--- config.mk ---
export PLATFORM = sky130hd
export DESIGN_NAME = touch_press_debounce_jump_filter_core
export DESIGN_NICKNAME = d
export VERILOG_FILES = /design/src/tpdj_pkg.sv /design/src/tpdj_cfg_regs.sv /design/src/tpdj_update.sv /design/src/touch_press_debounce_jump_filter_core.sv
export SDC_FILE = /design/constraint.sdc
export NUM_CORES = 1
export LEC_CHECK = 0
export BUFFER_PORTS_ARGS = -buffer_cell sky130_fd_sc_hd__buf_4
export CAP_MARGIN = 40
export CORE_UTILIZATION = 40
export DETAILED_ROUTE_END_ITERATION = 16
export GPL_ROUTABILITY_DRIVEN = 0
export HOLD_SLACK_MARGIN = 0.05
export PLACE_DENSITY = 0.69
export RECOVER_POWER = 25
export SETUP_SLACK_MARGIN = 0.5
export SYNTH_ARGS = -nofsm -noshare
export SYNTH_HDL_FRONTEND = slang
export SYNTH_HIERARCHICAL = 1
export SYNTH_SLANG_ARGS = --single-unit
--- constraint.sdc ---
create_clock -name clk_i -period 13.55 [get_ports clk_i]
set_input_delay 1.355 -clock clk_i [delete_from_list [all_inputs] [get_ports clk_i]]
set_output_delay 1.355 -clock clk_i [all_outputs]
set_load 0.005 [all_outputs]
--- src/tpdj_pkg.sv ---
// Shared types, constants and register codes for the touch debounce filter.
package tpdj_pkg;

  localparam int unsigned CoordBitsDefault = 12;
  localparam int unsigned JumpW            = 12;
  localparam int unsigned RunW             = 4;
  localparam int unsigned CntW             = 32;
  localparam int unsigned CfgIdxW          = 2;
  localparam int unsigned CfgDataW         = 12;

  localparam logic [JumpW-1:0] JumpLimitRst      = JumpW'(160);
  localparam logic [RunW-1:0]  PressConfirmRst   = RunW'(2);
  localparam logic [RunW-1:0]  ReleaseConfirmRst = RunW'(2);

  localparam logic [CfgIdxW-1:0] RegJumpLimit      = CfgIdxW'(0);
  localparam logic [CfgIdxW-1:0] RegPressConfirm   = CfgIdxW'(1);
  localparam logic [CfgIdxW-1:0] RegReleaseConfirm = CfgIdxW'(2);

  typedef struct packed {
    logic [JumpW-1:0] jump_limit;
    logic [RunW-1:0]  press_confirm;
    logic [RunW-1:0]  release_confirm;
  } cfg_t;

  typedef struct packed {
    logic            stable_down;
    logic            cand_valid;
    logic            jump_pending;
    logic [RunW-1:0] press_run;
    logic [RunW-1:0] release_run;
  } flags_t;

  typedef struct packed {
    logic [CntW-1:0] unstable;
    logic [CntW-1:0] jump;
    logic [CntW-1:0] press;
    logic [CntW-1:0] release_cnt;
  } counts_t;

endpackage

--- src/tpdj_cfg_regs.sv ---
// Configuration register bank for the touch debounce filter.
module tpdj_cfg_regs import tpdj_pkg::*; (
  input  logic                clk_i,
  input  logic                rst_ni,
  input  logic                cfg_valid_i,
  output logic                cfg_ready_o,
  input  logic [CfgIdxW-1:0]  cfg_index_i,
  input  logic [CfgDataW-1:0] cfg_data_i,
  output cfg_t                cfg_o
);

  cfg_t cfg_q, cfg_d;

  assign cfg_ready_o = 1'b1;
  assign cfg_o       = cfg_q;

  always_comb begin
    cfg_d = cfg_q;
    if (cfg_valid_i) begin
      case (cfg_index_i)
        RegJumpLimit:      cfg_d.jump_limit      = cfg_data_i[JumpW-1:0];
        RegPressConfirm:   cfg_d.press_confirm   = cfg_data_i[RunW-1:0];
        RegReleaseConfirm: cfg_d.release_confirm = cfg_data_i[RunW-1:0];
        default:           cfg_d = cfg_q;
      endcase
    end
  end

  always_ff @(posedge clk_i or negedge rst_ni) begin
    if (!rst_ni) begin
      cfg_q.jump_limit      <= JumpLimitRst;
      cfg_q.press_confirm   <= PressConfirmRst;
      cfg_q.release_confirm <= ReleaseConfirmRst;
    end else begin
      cfg_q <= cfg_d;
    end
  end

endmodule

--- src/tpdj_update.sv ---
// Next-state logic for one touch sample: press/release debounce and jump rejection.
module tpdj_update import tpdj_pkg::*; #(
  parameter int unsigned CoordBits = CoordBitsDefault
) (
  input  cfg_t                 cfg_i,
  input  logic                 touched_i,
  input  logic [CoordBits-1:0] rx_i,
  input  logic [CoordBits-1:0] ry_i,
  input  flags_t               flags_i,
  input  counts_t              counts_i,
  input  logic [CoordBits-1:0] held_x_i,
  input  logic [CoordBits-1:0] held_y_i,
  input  logic [CoordBits-1:0] cand_x_i,
  input  logic [CoordBits-1:0] cand_y_i,
  output flags_t               flags_o,
  output counts_t              counts_o,
  output logic [CoordBits-1:0] held_x_o,
  output logic [CoordBits-1:0] held_y_o,
  output logic [CoordBits-1:0] cand_x_o,
  output logic [CoordBits-1:0] cand_y_o
);

  localparam int unsigned CmpW = (CoordBits > JumpW) ? CoordBits : JumpW;
  localparam logic [RunW-1:0] RunMax = '1;

  logic [CoordBits-1:0] dhx, dhy, dcx, dcy;
  logic [CmpW-1:0]      limit;
  logic                 far_held, far_cand;
  logic [RunW-1:0]      press_inc, release_inc;

  assign dhx = (rx_i >= held_x_i) ? rx_i - held_x_i : held_x_i - rx_i;
  assign dhy = (ry_i >= held_y_i) ? ry_i - held_y_i : held_y_i - ry_i;
  assign dcx = (rx_i >= cand_x_i) ? rx_i - cand_x_i : cand_x_i - rx_i;
  assign dcy = (ry_i >= cand_y_i) ? ry_i - cand_y_i : cand_y_i - ry_i;
  assign limit = CmpW'(cfg_i.jump_limit);

  assign far_held = (CmpW'(dhx) > limit) || (CmpW'(dhy) > limit);
  assign far_cand = (CmpW'(dcx) > limit) || (CmpW'(dcy) > limit);

  assign press_inc   = (flags_i.press_run == RunMax) ? RunMax : flags_i.press_run + RunW'(1);
  assign release_inc = (flags_i.release_run == RunMax) ? RunMax
                                                       : flags_i.release_run + RunW'(1);

  always_comb begin
    flags_o  = flags_i;
    counts_o = counts_i;
    held_x_o = held_x_i;
    held_y_o = held_y_i;
    cand_x_o = cand_x_i;
    cand_y_o = cand_y_i;
    if (touched_i) begin
      flags_o.release_run = '0;
      if (flags_i.stable_down) begin
        if (far_held && !flags_i.jump_pending) begin
          flags_o.jump_pending = 1'b1;
          counts_o.jump        = counts_i.jump + CntW'(1);
        end else begin
          held_x_o             = rx_i;
          held_y_o             = ry_i;
          flags_o.jump_pending = 1'b0;
        end
      end else if (!flags_i.cand_valid) begin
        cand_x_o           = rx_i;
        cand_y_o           = ry_i;
        flags_o.cand_valid = 1'b1;
        flags_o.press_run  = RunW'(1);
        counts_o.unstable  = counts_i.unstable + CntW'(1);
      end else if (far_cand) begin
        cand_x_o          = rx_i;
        cand_y_o          = ry_i;
        flags_o.press_run = RunW'(1);
        counts_o.jump     = counts_i.jump + CntW'(1);
      end else begin
        cand_x_o          = rx_i;
        cand_y_o          = ry_i;
        flags_o.press_run = press_inc;
        if (press_inc >= cfg_i.press_confirm) begin
          flags_o.stable_down = 1'b1;
          flags_o.cand_valid  = 1'b0;
          flags_o.press_run   = '0;
          held_x_o            = rx_i;
          held_y_o            = ry_i;
          counts_o.press      = counts_i.press + CntW'(1);
        end
      end
    end else begin
      flags_o.cand_valid   = 1'b0;
      flags_o.press_run    = '0;
      flags_o.jump_pending = 1'b0;
      if (flags_i.stable_down) begin
        flags_o.release_run = release_inc;
        if (release_inc >= cfg_i.release_confirm) begin
          flags_o.stable_down  = 1'b0;
          flags_o.release_run  = '0;
          counts_o.release_cnt = counts_i.release_cnt + CntW'(1);
        end
      end else begin
        flags_o.release_run = '0;
      end
    end
  end

endmodule

--- src/touch_press_debounce_jump_filter_core.sv ---
// Top level of the touch press debounce and jump rejection filter.
// Each accepted sample (touch flag and x,y) yields one item with the debounced
// pressed state, the held position and four wrapping event counters. A sample is
// latched in an input register and resolved from there into the filter state,
// which doubles as the result register; the compare and update path between
// them is combinational. One sample can be taken every cycle while the receiver
// accepts results. Configuration writes complete at once.
module touch_press_debounce_jump_filter_core import tpdj_pkg::*; #(
  parameter int unsigned COORD_BITS = CoordBitsDefault
) (
  input  logic                  clk_i,
  input  logic                  rst_ni,
  input  logic                  cfg_valid_i,
  output logic                  cfg_ready_o,
  input  logic [CfgIdxW-1:0]    cfg_index_i,
  input  logic [CfgDataW-1:0]   cfg_data_i,
  input  logic                  in_valid_i,
  output logic                  in_ready_o,
  input  logic                  touch_present_i,
  input  logic [COORD_BITS-1:0] raw_x_i,
  input  logic [COORD_BITS-1:0] raw_y_i,
  output logic                  out_valid_o,
  input  logic                  out_ready_i,
  output logic                  pressed_out_o,
  output logic [COORD_BITS-1:0] pos_x_o,
  output logic [COORD_BITS-1:0] pos_y_o,
  output logic [CntW-1:0]       unstable_events_o,
  output logic [CntW-1:0]       jump_events_o,
  output logic [CntW-1:0]       press_events_o,
  output logic [CntW-1:0]       release_events_o
);

  cfg_t cfg;

  logic                  in_vld_q;
  logic                  touch_q;
  logic [COORD_BITS-1:0] rx_q, ry_q;
  logic                  out_vld_q;
  logic                  advance;

  flags_t                flags_q, flags_d;
  counts_t               counts_q, counts_d;
  logic [COORD_BITS-1:0] held_x_q, held_x_d, held_y_q, held_y_d;
  logic [COORD_BITS-1:0] cand_x_q, cand_x_d, cand_y_q, cand_y_d;

  tpdj_cfg_regs u_cfg (
    .clk_i       (clk_i),
    .rst_ni      (rst_ni),
    .cfg_valid_i (cfg_valid_i),
    .cfg_ready_o (cfg_ready_o),
    .cfg_index_i (cfg_index_i),
    .cfg_data_i  (cfg_data_i),
    .cfg_o       (cfg)
  );

  tpdj_update #(
    .CoordBits (COORD_BITS)
  ) u_update (
    .cfg_i     (cfg),
    .touched_i (touch_q),
    .rx_i      (rx_q),
    .ry_i      (ry_q),
    .flags_i   (flags_q),
    .counts_i  (counts_q),
    .held_x_i  (held_x_q),
    .held_y_i  (held_y_q),
    .cand_x_i  (cand_x_q),
    .cand_y_i  (cand_y_q),
    .flags_o   (flags_d),
    .counts_o  (counts_d),
    .held_x_o  (held_x_d),
    .held_y_o  (held_y_d),
    .cand_x_o  (cand_x_d),
    .cand_y_o  (cand_y_d)
  );

  assign advance    = in_vld_q && (!out_vld_q || out_ready_i);
  assign in_ready_o = !in_vld_q || advance;

  always_ff @(posedge clk_i or negedge rst_ni) begin
    if (!rst_ni) begin
      in_vld_q <= 1'b0;
    end else if (in_ready_o) begin
      in_vld_q <= in_valid_i;
    end
  end

  always_ff @(posedge clk_i) begin
    if (in_ready_o && in_valid_i) begin
      touch_q <= touch_present_i;
      rx_q    <= raw_x_i;
      ry_q    <= raw_y_i;
    end
  end

  always_ff @(posedge clk_i or negedge rst_ni) begin
    if (!rst_ni) begin
      out_vld_q <= 1'b0;
      flags_q   <= '0;
      counts_q  <= '0;
      held_x_q  <= '0;
      held_y_q  <= '0;
      cand_x_q  <= '0;
      cand_y_q  <= '0;
    end else begin
      if (advance) begin
        out_vld_q <= 1'b1;
      end else if (out_ready_i) begin
        out_vld_q <= 1'b0;
      end
      if (advance) begin
        flags_q  <= flags_d;
        counts_q <= counts_d;
        held_x_q <= held_x_d;
        held_y_q <= held_y_d;
        cand_x_q <= cand_x_d;
        cand_y_q <= cand_y_d;
      end
    end
  end

  assign out_valid_o       = out_vld_q;
  assign pressed_out_o     = flags_q.stable_down;
  assign pos_x_o           = held_x_q;
  assign pos_y_o           = held_y_q;
  assign unstable_events_o = counts_q.unstable;
  assign jump_events_o     = counts_q.jump;
  assign press_events_o    = counts_q.press;
  assign release_events_o  = counts_q.release_cnt;

`ifndef NO_ASSERTIONS
  a_press_counted: assert property (@(posedge clk_i) disable iff (!rst_ni)
    $rose(flags_q.stable_down) |-> counts_q.press == $past(counts_q.press) + CntW'(1))
    else $error("press accepted without press count");

  a_release_counted: assert property (@(posedge clk_i) disable iff (!rst_ni)
    $fell(flags_q.stable_down) |-> counts_q.release_cnt == $past(counts_q.release_cnt) + CntW'(1))
    else $error("release accepted without release count");

  a_no_cand_when_down: assert property (@(posedge clk_i) disable iff (!rst_ni)
    flags_q.stable_down |-> !flags_q.cand_valid)
    else $error("candidate open while pressed");

  a_no_pending_when_up: assert property (@(posedge clk_i) disable iff (!rst_ni)
    !flags_q.stable_down |-> !flags_q.jump_pending)
    else $error("jump pending while released");

  a_state_holds_on_stall: assert property (@(posedge clk_i) disable iff (!rst_ni)
    !advance |=> $stable(counts_q) && $stable(flags_q))
    else $error("filter state changed without an item");
`endif

endmodule

==> key figures <==
Synth
  – Syn Inst Count: 1755
  – Avg Inst Size Synth: 10.35 sq um
  – FFs w/ async S/R, synth: about 89%
  – Synth Register Bits: about 230
  – Cell variety after synth: 83
  – Register area share after synthesis: approximately a third
  – Synthesized cell area: 18160 sq um
  – Post-synth EDFFs: 25
  – Synth Net Count: 1961
  – Ys flop type: dfrtp_1
  – Yosys synthesis warning count: 6

Clock tree
  – Clk Latency, worst-skew pair: approximately 0.57 ns
  – CTS tree: yes
  – CTS Hold Bufs: 0
  – CTS Buffer Depth: 3
  – Num CTS Buffers: 28
  – H-tree depth: 1
  – Post-CTS Resized: 0
  – Postcts setup bufs: 0
  – Clock Pin Slew Worst Setup and Hold Paths: 0.06 ns
  – Clk sinks: 234
  – Clk root buf: clkbuf_16

Power
  – Total power: just under 0.004 W
  – Power per cell area: between 150 and 200 nW/um^2
  – Peak VDD IR: 116.0 uV
  – Leakage: 10.32 nW

STA
  – Clk_skew: 0.02684 ns
  – Setup tns final: 0 ns
  – RSZ-0062 raised after global routing: no
  – Worst Max-Slew Pin Slew: 4.768 ns
  – Hold WS: 0.5060 ns
  – Fmax achieved: between 0.1 and 0.15 GHz
  – Setup violators final: 0
  – Minimum clock period: slightly below 8 ns
  – Final hold vios: 0
  – Fin crit share: a little under 60%
  – Final WS setup: between 5 and 6 ns
  – Max Slew Vio Count: ~150
  – Slew headroom: -217.9%

Global route
  – GRT Residual Overflow: 0
  – Vias in the first global route: ~14000
  – Initial antenna violation count: 3
  – First-pass GRT wire length: approximately 75 mm
  – Gr usage total: about 20%
  – Largest net degree at the start of global routing: between 80 and 90

Critical path
  – CP arrival: about 7.7 ns
  – Worst EP required: ~13 ns
  – Crit end category: asynchronous set/reset pin
  – Critical path class: in2async
  – Critical Path Start Type: input port
  – R2r setup slk: 7.73 ns
  – CP Max Fanout: 85

Route
  – DR DRC count: 0
  – WL final: 45.90 mm
  – Detailed Routing Iterations Pass 1: 5
  – DR iter-0 viols: just over 900
  – WL per Instance: approximately 18 um
  – Vias: around 14000
  – Vias/cell: 5.482
  – ANT nets after route: 0

Place
  – Placed instance area: between 20000 and 25000 sq um
  – Final HPWL DP: 33.53 mm
  – Pre-CTS setup slack: 7.782 ns
  – IO Port Bufs: between 150 and 200

Flow run
  – Max cap viols: 2

Floorplan
  – FP Rows: 77
  – Die height: 215.1 um
  – Die area: about 46000 sq um
  – Core Region: 44510 sq um
  – Initial cell density of the core: approximately two fifths
  – I/O Pins: 200
  – Die width: 215.1 um

Final layout
  – Design Area, Final: 20880 sq um
  – Fraction of layout cells with a size suffix above 1: approximately a quarter
  – Multi-input logic area: about 11000 sq um
  – Post-layout nets: ~2100
  – Flip-flop and latch area: between 5000 and 6000 sq um
  – Area Overhead vs Synth: 14.98%
  – Filler cells: 4183

Run status
  – Failing checks: max-capacitance violations, max-slew violations
  – Status: complete, but fails checks

Min path
  – HP Class: reg2reg
-- layout by cell type, fill, tap and decap left out, drive strengths merged, types with 5 or more instances in the layout --
cell type / count
clkinv: 14
clkbuf: 66
o21bai: 7
nand2b: 14
nand3: 68
nor4: 11
xnor2: 88
buf: 181
o21ai: 60
dfrtp: 205
and2: 15
a21o: 34
or3: 6
nor3: 26
nor2b: 12
a211oi: 14
mux2i: 51
nand4: 52
mux2: 218
o22ai: 5
and4: 11
and3: 42
o211ai: 16
nor2: 71
xor2: 73
a21oi: 99
o41ai: 6
inv: 119
fa: 8
a2111oi: 8
nand2: 105
ha: 154
a21boi: 5
edfxtp: 25
-- flip-flops by register name, indices dropped and copies added (netlist names), 20 cells and up --
signal and count:
jump_events_o 32, press_events_o 32, release_events_o 32, u_cfg/cfg_o 20, unstable_events_o 32
-- area by class of cell --
cell class,count,share of cell area (%)
multi-input combinational,1327,53.98
sequential,234,28.66
timing repair buffer,211,7.555
clock buffer,36,3.601
tap,592,3.547
inverter,119,2.139
clock inverter,16,0.4913
antenna,2,0.02396
-- worst max-delay path: stages --
cell      delay [ns]
clkbuf_1        3.24
clkbuf_1        0.42
clkbuf_1        2.58
-- power breakdown --
| group | switching (W) | total (W) | internal (W) |
|---|---|---|---|
| clock | 0.000309 | 0.000717 | 0.000408 |
| sequential | 0.000126 | 0.000947 | 0.000820 |
| combinational | 0.00125 | 0.00220 | 0.000946 |
-- cell usage after synthesis, types with 5 or more instances --
| library cell | instances | share of area, % |
|---|---|---|
| dfrtp_1 | 205 | 28 |
| ha_1 | 154 | 11 |
| mux2_4 | 130 | 11 |
| inv_1 | 119 | 2.5 |
| nand2_1 | 104 | 2.1 |
| a21oi_1 | 99 | 2.7 |
| mux2_2 | 88 | 5.5 |
| xnor2_1 | 88 | 4.2 |
| xor2_1 | 73 | 3.5 |
| nor2_1 | 70 | 1.4 |
| nand3_1 | 68 | 1.9 |
| o21ai_0 | 58 | 1.6 |
| mux2i_1 | 51 | 2.8 |
| nand4_1 | 51 | 1.8 |
| and3_1 | 42 | 1.4 |
| a21o_1 | 34 | 1.4 |
| clkbuf_1 | 29 | 0.60 |
| edfxtp_1 | 25 | 4.1 |
| nor3_1 | 25 | 0.69 |
| buf_2 | 19 | 0.52 |
| buf_6 | 19 | 1.2 |
| o211ai_1 | 14 | 0.58 |
| a211oi_1 | 13 | 0.54 |
| and2_1 | 13 | 0.45 |
| nand2b_1 | 13 | 0.45 |
| nor2b_1 | 12 | 0.41 |
| and4_1 | 11 | 0.53 |
| nor4_2 | 9 | 0.62 |
| fa_1 | 8 | 0.88 |
| o21bai_1 | 7 | 0.29 |
| buf_4 | 6 | 0.25 |
| o41ai_1 | 6 | 0.29 |
| or3_1 | 6 | 0.21 |
| a21boi_0 | 5 | 0.21 |
| o22ai_1 | 5 | 0.17 |
-- metrics by stage --
stage / utilization [%] / cells
3_3_place_gp: 44.99 / 2480
3_5_place_dp: 45.13 / 2483
6_report: 46.92 / 2537
2_1_floorplan: - / 1755
4_1_cts: 47.05 / 2535
5_1_grt: 46.91 / 2535
-- kinds of logic (layout without fill, tap and decap cells) --
group / after synthesis / in the layout / synth area share, %
XOR/XNOR: 161 / 161 / 7.763
flip-flops: 234 / 234 / 32.95
other: 1 / 3 / 0.02065
multiplexers: 269 / 269 / 19.01
AND/OR/NAND/NOR: 444 / 444 / 13.03
buffers and inverters: 194 / 382 / 5.056
adder cells (fa/ha/maj): 162 / 162 / 11.49
AO/OA/AOI/OAI: 290 / 290 / 10.68
-- metal layers --
| layer | part of all wire [%] | track usage, % | vias to the layer above |
|---|---|---|---|
| met4 | 2.6 | 5.461 | 4 |
| met3 | 5.5 | 3.595 | 87 |
| met1 | 45 | 26.14 | 6822 |
| met5 | 0.054 | 0 | - |
| li1 | - | - | 6597 |
| met2 | 47 | 32.35 | 399 |
-- worst paths after layout --
kind,to,start,cells past startpoint
setup / recovery,pos_y_o[10]$_DFFE_PN0P_,rst_ni,3
hold / removal,cand_y_q[11]$_DFFE_PN0P_,cand_y_q[11]$_DFFE_PN0P_,1
setup reg to reg,pos_x_o[11]$_DFFE_PN0P_,rx_q[0]$_DFFE_PP_,22
hold reg to reg,cand_y_q[11]$_DFFE_PN0P_,cand_y_q[11]$_DFFE_PN0P_,1
max in group clk_i,pos_x_o[11]$_DFFE_PN0P_,rx_q[0]$_DFFE_PP_,22
min in group asynchronous,jump_events_o[26]$_DFFE_PN0P_,rst_ni,1
(Power assumes the default switching activity.)
